**config.mk**
```make
export PLATFORM = sky130hd
export DESIGN_NAME = mwc_raster_pos
export DESIGN_NICKNAME = d
export VERILOG_FILES = /design/src/rtl/mwc_pkg.sv /design/src/rtl/mwc_raster_pos.sv
export SDC_FILE = /design/constraint.sdc
export NUM_CORES = 1
export LEC_CHECK = 0
export BUFFER_PORTS_ARGS = -buffer_cell sky130_fd_sc_hd__buf_2
export CAP_MARGIN = 30
export CORE_MARGIN = 2
export CORE_UTILIZATION = 30
export DETAILED_ROUTE_END_ITERATION = 8
export PLACE_DENSITY = 0.6
export RECOVER_POWER = 100
export SETUP_SLACK_MARGIN = 0.2
export SYNTH_ARGS = -nofsm -noshare
export SYNTH_HDL_FRONTEND = slang
export SYNTH_SLANG_ARGS = --single-unit
export TNS_END_PERCENT = 5
```
**constraint.sdc**
```tcl
create_clock -name clk -period 6.9 [get_ports clk]
set_input_delay 0.69 -clock clk [delete_from_list [all_inputs] [get_ports clk]]
set_output_delay 0.69 -clock clk [all_outputs]
set_load 0.02 [all_outputs]
```
**src/rtl/mwc_pkg.sv**
```systemverilog
// types, constants and the fork pattern test of the minutiae window classifier
`timescale 1ns / 1ps

package mwc_pkg;

  localparam int MAX_WIDTH    = 1024;
  localparam int HEIGHT_LIMIT = 1024;
  localparam int COL_W        = $clog2(MAX_WIDTH);
  localparam int ROW_W        = $clog2(HEIGHT_LIMIT);
  localparam int DIM_W        = 11;
  localparam int ORIENT_BITS  = 16;
  localparam int CFG_IDX_W    = 2;
  localparam int WIN_BITS     = 9;
  localparam int NUM_FORKS    = 16;
  localparam int CENTER_BIT   = 4;
  localparam int MIN_DIM      = 3;

  localparam logic [CFG_IDX_W-1:0] REG_IMAGE_WIDTH  = CFG_IDX_W'(0);
  localparam logic [CFG_IDX_W-1:0] REG_IMAGE_HEIGHT = CFG_IDX_W'(1);

  // window bit positions: column-major, top row first
  localparam logic [WIN_BITS-1:0] NW = 9'b000000001;
  localparam logic [WIN_BITS-1:0] WW = 9'b000000010;
  localparam logic [WIN_BITS-1:0] SW = 9'b000000100;
  localparam logic [WIN_BITS-1:0] NN = 9'b000001000;
  localparam logic [WIN_BITS-1:0] SS = 9'b000100000;
  localparam logic [WIN_BITS-1:0] NE = 9'b001000000;
  localparam logic [WIN_BITS-1:0] EE = 9'b010000000;
  localparam logic [WIN_BITS-1:0] SE = 9'b100000000;

  localparam logic [WIN_BITS-1:0] FORK_PATTERNS [NUM_FORKS] = '{
    WW | NE | SE, NN | SW | SE, NW | SW | EE, NW | NE | SS,
    NW | SS | EE, WW | NN | SE, NN | SW | EE, WW | SS | NE,
    NW | SW | SE, NW | NE | SW, NE | SW | SE, NW | NE | SE,
    WW | EE | SS, WW | EE | NN, NN | SS | WW, NN | SS | EE
  };

  typedef struct packed {
    logic [COL_W-1:0] col;
    logic [ROW_W-1:0] row;
  } pos_t;

  typedef struct packed {
    logic [ORIENT_BITS-1:0] orient;
    logic                   newer;
    logic                   older;
  } line_word_t;

  function automatic logic is_fork(input logic [WIN_BITS-1:0] win);
    logic hit;
    hit = 1'b0;
    for (int i = 0; i < NUM_FORKS; i++) begin
      if ((win & FORK_PATTERNS[i]) == FORK_PATTERNS[i]) hit = 1'b1;
    end
    return hit;
  endfunction

  function automatic logic [DIM_W-1:0] clamp_dim(input logic [DIM_W-1:0] v,
                                                 input logic [DIM_W-1:0] hi);
    logic [DIM_W-1:0] r;
    r = v;
    if (v < DIM_W'(MIN_DIM)) r = DIM_W'(MIN_DIM);
    if (v > hi) r = hi;
    return r;
  endfunction

endpackage

```
**src/rtl/mwc_raster_pos.sv**
```systemverilog
// raster position counters with wrap against the clamped image size
`timescale 1ns / 1ps

module mwc_raster_pos (
  input  logic                        clk,
  input  logic                        rst,
  input  logic                        advance,
  input  logic [mwc_pkg::DIM_W-1:0]   image_width,
  input  logic [mwc_pkg::DIM_W-1:0]   image_height,
  output mwc_pkg::pos_t               pos
);

  logic [mwc_pkg::COL_W-1:0] column_count, column_count_next;
  logic [mwc_pkg::ROW_W-1:0] row_count, row_count_next;
  logic [mwc_pkg::DIM_W-1:0] eff_w, eff_h;
  logic [mwc_pkg::DIM_W-1:0] pre_row, post_col, post_row;
  logic [mwc_pkg::COL_W-1:0] pre_col;

  always_comb begin
    eff_w = mwc_pkg::clamp_dim(image_width, mwc_pkg::DIM_W'(mwc_pkg::MAX_WIDTH));
    eff_h = mwc_pkg::clamp_dim(image_height, mwc_pkg::DIM_W'(mwc_pkg::HEIGHT_LIMIT));

    // wrap before taking the pixel, in case the size shrank
    pre_col = column_count;
    pre_row = mwc_pkg::DIM_W'(row_count);
    if (mwc_pkg::DIM_W'(column_count) >= eff_w) begin
      pre_col = '0;
      pre_row = pre_row + mwc_pkg::DIM_W'(1);
    end
    if (pre_row >= eff_h) pre_row = '0;

    // step and wrap after the pixel
    post_col = mwc_pkg::DIM_W'(pre_col) + mwc_pkg::DIM_W'(1);
    post_row = pre_row;
    if (post_col >= eff_w) begin
      post_col = '0;
      post_row = pre_row + mwc_pkg::DIM_W'(1);
    end
    if (post_row >= eff_h) post_row = '0;

    column_count_next = post_col[mwc_pkg::COL_W-1:0];
    row_count_next    = post_row[mwc_pkg::ROW_W-1:0];
    pos.col           = pre_col;
    pos.row           = pre_row[mwc_pkg::ROW_W-1:0];
  end

  always_ff @(posedge clk) begin
    if (rst) begin
      column_count <= '0;
      row_count    <= '0;
    end else if (advance) begin
      column_count <= column_count_next;
      row_count    <= row_count_next;
    end
  end

endmodule

```
After elaboration in Yosys (flattened, before gate mapping)
Index checks and enable logic that the tools add are counted.
- multiplexer cells: 10
- $add $sub $neg: 3
- magnitude comparators: 8
- operator list (cell ; count):
    $mux W11 ; 7
    $ge A11 B11 Y1 ; 3
    $mux W10 ; 3
    $add A10 B1 Y11 const B ; 2
    $gt A11 B11 Y1 const B ; 2
    $lt A11 B2 Y1 const B ; 2
    $add A11 B1 Y11 const B ; 1
    $ge A10 B11 Y1 ; 1
- logic and storage cells: 23
- input port bits: 25
- output and inout bits: 20
- register bits: 20

Depth between registers and ports, before layout
- depth in word-level cells: 11
- mapped depth: 33
- mapped depth without buffers: 32

Least setup slack after synthesis
No wires, ideal clock.
- kind: input to register
- start: in image_width[10] (netlist bit)
- end: reg row_count[4] (netlist bit)
- path slack: -0.070 ns
- buffers on the path: 2
- stages on the path: 32
- required time: 6.813 ns
- setup time: 0.087 ns
- data arrival time: 6.883 ns
- cell sequence: inv_1 -> buf_1 -> nand2_1 -> ha_1 -> and3_1 -> and3_1 -> a21o_2 -> a21oi_2 -> clkbuf_1 -> and2_1 -> ha_1 -> nand2_1 -> nor2_1 -> and3_1 -> xnor2_1 -> inv_1 -> ha_1 -> a21o_1 -> a21o_1 -> a221oi_2 -> nand3b_1 -> nor2_1 -> xnor2_1 -> nor2_1 -> ha_1 -> and4_1 -> a31oi_1 -> o21ai_0 -> a21oi_1 -> o2111ai_1 -> or2_2 -> o31ai_1
- RTL lines (element ; line ; text):
    from (decl) ; mwc_raster_pos.sv:8 ; input logic [mwc_pkg::DIM_W-1:0] image_width,
    to (signal assigned) ; mwc_raster_pos.sv:53 ; row_count <= row_count_next;
    to (decl) ; mwc_raster_pos.sv:14 ; logic [mwc_pkg::ROW_W-1:0] row_count, row_count_next;

Worst setup path in the final report
- start: in image_width[5] (netlist bit)
- end: reg row_count[4] (netlist bit)
- word-level cells in the longest chain between the ends: 11
- elaborated cells on any way between the ends: 15
- classes of those cells: 2 x add/sub; 6 x order compare; 7 x mux
- RTL lines (element ; line ; text):
    $lt A11 B2 Y1 ; mwc_pkg.sv:62 ; if (v < DIM_W'(MIN_DIM)) r = DIM_W'(MIN_DIM);
    $mux W11 ; mwc_pkg.sv:62 ;
    $mux W11 (*) ; mwc_pkg.sv:63 ; if (v > hi) r = hi;
    $ge A10 B11 Y1 ; mwc_raster_pos.sv:26 ; if (mwc_pkg::DIM_W'(column_count) >= eff_w) begin
    $mux W11 ; mwc_raster_pos.sv:26 ;
    $ge A11 B11 Y1 ; mwc_raster_pos.sv:30 ; if (pre_row >= eff_h) pre_row = '0;
    $mux W11 ; mwc_raster_pos.sv:30 ;
    $add A11 B1 Y11 ; mwc_raster_pos.sv:37 ; post_row = pre_row + mwc_pkg::DIM_W'(1);
    $mux W11 (*) ; mwc_raster_pos.sv:35 ; if (post_col >= eff_w) begin
    $ge A11 B11 Y1 ; mwc_raster_pos.sv:39 ; if (post_row >= eff_h) post_row = '0;
    $mux W10 (*) ; mwc_raster_pos.sv:39 ;
Mark *: on every way between the ends. The rest lies on a longest branch, timed or not.
A chain may end at the register's enable or synchronous reset.

==> results.md <==
* Family with the most delay on the worst path: simple AND/OR/NAND/NOR gates
* Clock-pin slew on the worst setup and hold paths at 0.08 ns
* Final net count at 481
* Die area at 10100 sq um
* Syn nets at 429
* Number of buffers added on ports at 44
* FF-to-FF End: row_count[4]
* Crit path time final at 6.34 ns
* Clk_lat worst skew at 0.26 ns
* Critical path startpoint category: primary input
* R2r startpoint: column_count[7]
* Buf/Inv on CP at 2
* Ys Warns at 0
* CTS tree: done
* Die W at 101 um
* DRT iter0 DRCs at 152
* Critical-path maximum fanout at 6
* Hold depth at 2
* WHS Endpoint: row_count[9]
* Register area share after synthesis at 14.3%
* Clock skew at 0.00855 ns
* GRT overflow at 0
* DRC violations left at 0
* Status: finished, final reports clean
* Fmax at 0.158 GHz
* VDD IR max at 74.6 uV
* Worst Path Required at 7.08 ns
* Initial Util at 30.6%
* Worst-case clock buffer depth at 2
* # IOs at 45
* CP Capture Type: register
* Reg-to-reg slack, setup at 1.11 ns
* DR WL/cell at 15.4 um
* Max-cap violation count at 0
* Area Overhead vs Synth at 20.2%
* Layout cells sized above 1 at 20.5%
* Num CTS Buffers at 3
* Clk sinks at 20
* Hold WC Path Type: register to register
* CP max stage delay at 0.36 ns
* Least-Margin Pin Slew at 0.478 ns
* Vias in the first global route at 2723
* Yosys cell types at 60
* Final GP Congestion at 0.835
* Worst slew margin at 68.0%
* Final Setup Violations at 0
* Synthesized flop and latch total at 20
* Total Wirelength at 8010 um
* EDFF count, synth at 0
* Setup TNS at 0 ns
* Initial antenna violation count at 0
* Tot GR Track Use at 15.9%
* Final-report hold violation count at 0
* Final Hold Slack at 0.522 ns
* First-pass GRT wire length at 13300 um
* CTS H-Tree Depth at 1
* RSZ-0062 raised after global routing: false
* Vias per inst at 5.33
* # rows at 35
* Commonest non-fill, non-tap cell in the layout: ha_1
* Drt pass-1 iters at 4
* R2r worst-path depth at 25
* Slew Limit Fails at 0
* Antenna cells at 0
* Pin count of the biggest net entering global routing at 18
* Routed Antenna Nets at 0
* Core Util, Final at 36.8%
* Avg Inst Size Synth at 7.82 sq um
* Core area at 9150 sq um
* Hold wc startpoint: row_count[9]
* Synth Flop Type: dfxtp_1
* Worst Path Arrival at 6.52 ns
* Post-CTS Hold Buffers at 0
* Most frequent cells in the layout: ha_1, nand2_1, buf_2
* Routed via count at 2769
* Root buffer cell: clkbuf_8
* Post-synth ARST share at 0%
* Power per Cell Area at 97.6 nW/um^2
* Cell count after synthesis at 358
* Leakage at 1.58 nW
* Chip height at 101 um
* CP Class: primary input to register
* Slowest-stage cell, CP: nor4_1
* Crit path top cell by count: ha_1
* Detailed Place HPWL at 6700 um
* Syn Std Cell Area at 2800 sq um
* Period utilisation layout at 91.9%
## area by class of cell
class / instances / area, sq um
fill: 957 / 5790
multi-input combinational: 307 / 2380
sequential: 20 / 400
timing repair buffer: 57 / 295
tap: 111 / 139
inverter: 21 / 82.6
clock buffer: 3 / 41.3
clock inverter: 1 / 30.0
## synth_stat cells, drive strengths merged, types with 10 or more instances
library cell,n,area (sq um)
a21o,10,76.3
a21oi,22,140
and2,15,93.8
dfxtp,20,400
ha,46,576
inv,20,75.1
nand2,40,150
nand3,10,50.1
nor2,28,105
o21ai,10,53.8
xnor2,11,96.3
xor2,12,124
## worst max-delay path by stage
| stage | cells after the start | slack, ns | to | startpoint |
|---|---|---|---|---|
| CTS | 32 | 0.30 | row_count[4] | image_width[7] |
| global placement | 28 | 0.05 | row_count[4] | image_width[7] |
| global route | 32 | 0.08 | row_count[4] | image_width[5] |
| floorplan | 32 | 0.21 | row_count[4] | image_width[10] |
| finish | 29 | 0.56 | row_count[4] | image_width[5] |
| detailed placement | 32 | 0.05 | row_count[4] | image_width[7] |
## per-stage QoR
step | setup slack [ns] | power (mW) | cell area, sq um | std cells
CTS | 0.302 | 0.323 | 3280 | 517
global placement | 0.0526 | 0.205 | 3210 | 513
global route | 0.0790 | 0.345 | 3360 | 520
floorplan | 0.212 | 0.177 | 2810 | 358
finish | 0.560 | 0.328 | 3360 | 520
detailed placement | 0.0527 | 0.205 | 3210 | 513
## worst reg2reg max path, stage by stage (launching register included)
cell and delay, ns:
dfxtp_1 0.41, ha_1 0.28, and3_1 0.20, and3_1 0.23, a21o_4 0.27, o2bb2ai_2 0.19, nand2_1 0.14, xor2_2 0.23
inv_1 0.08, ha_1 0.34, a21o_1 0.19, a21oi_1 0.14, a31oi_1 0.17, or2_2 0.32, nor2_1 0.16, ha_1 0.24
nand4_2 0.13, nor4_2 0.33, xor2_1 0.24, ha_1 0.28, a21oi_1 0.15, nor2b_1 0.06, o21ai_0 0.23, o2111ai_2 0.19
or2_2 0.33, o31ai_1 0.21
## registers in the layout, summed over array words and instances (netlist names)
register	count
column_count	10
row_count	10
## cells by family after synthesis
logic type / after synthesis / synth area share (%)
mux: 3 / 1.21
buf+inv: 31 / 4.25
simple gates: 152 / 29.0
compound gates: 83 / 22.8
flops: 20 / 14.3
fa+ha+maj: 46 / 20.6
xor+xnor: 23 / 7.87
## routing by layer
metal | track usage, % | vias up | wire [um]
met3 | 1.60 | 0 | 239
met1 | 21.1 | 1306 | 3780
li1 | - | 1407 | -
met2 | 29.5 | 56 | 3990
met5 | 0 | - | 0
met4 | 0.316 | 0 | 0
## power by group
group          switching, mW  internal (mW)  total [mW]
logic                 0.0534         0.0368      0.0902
registers            0.00203          0.117       0.119
clock network         0.0419         0.0775       0.119
## what timing repair did
action,in CTS,in global routing
setup buffers,0,3
endpoints found under the setup margin,0,10
gates resized for setup,0,18
Note: power is estimated with default switching activity, not from simulation.
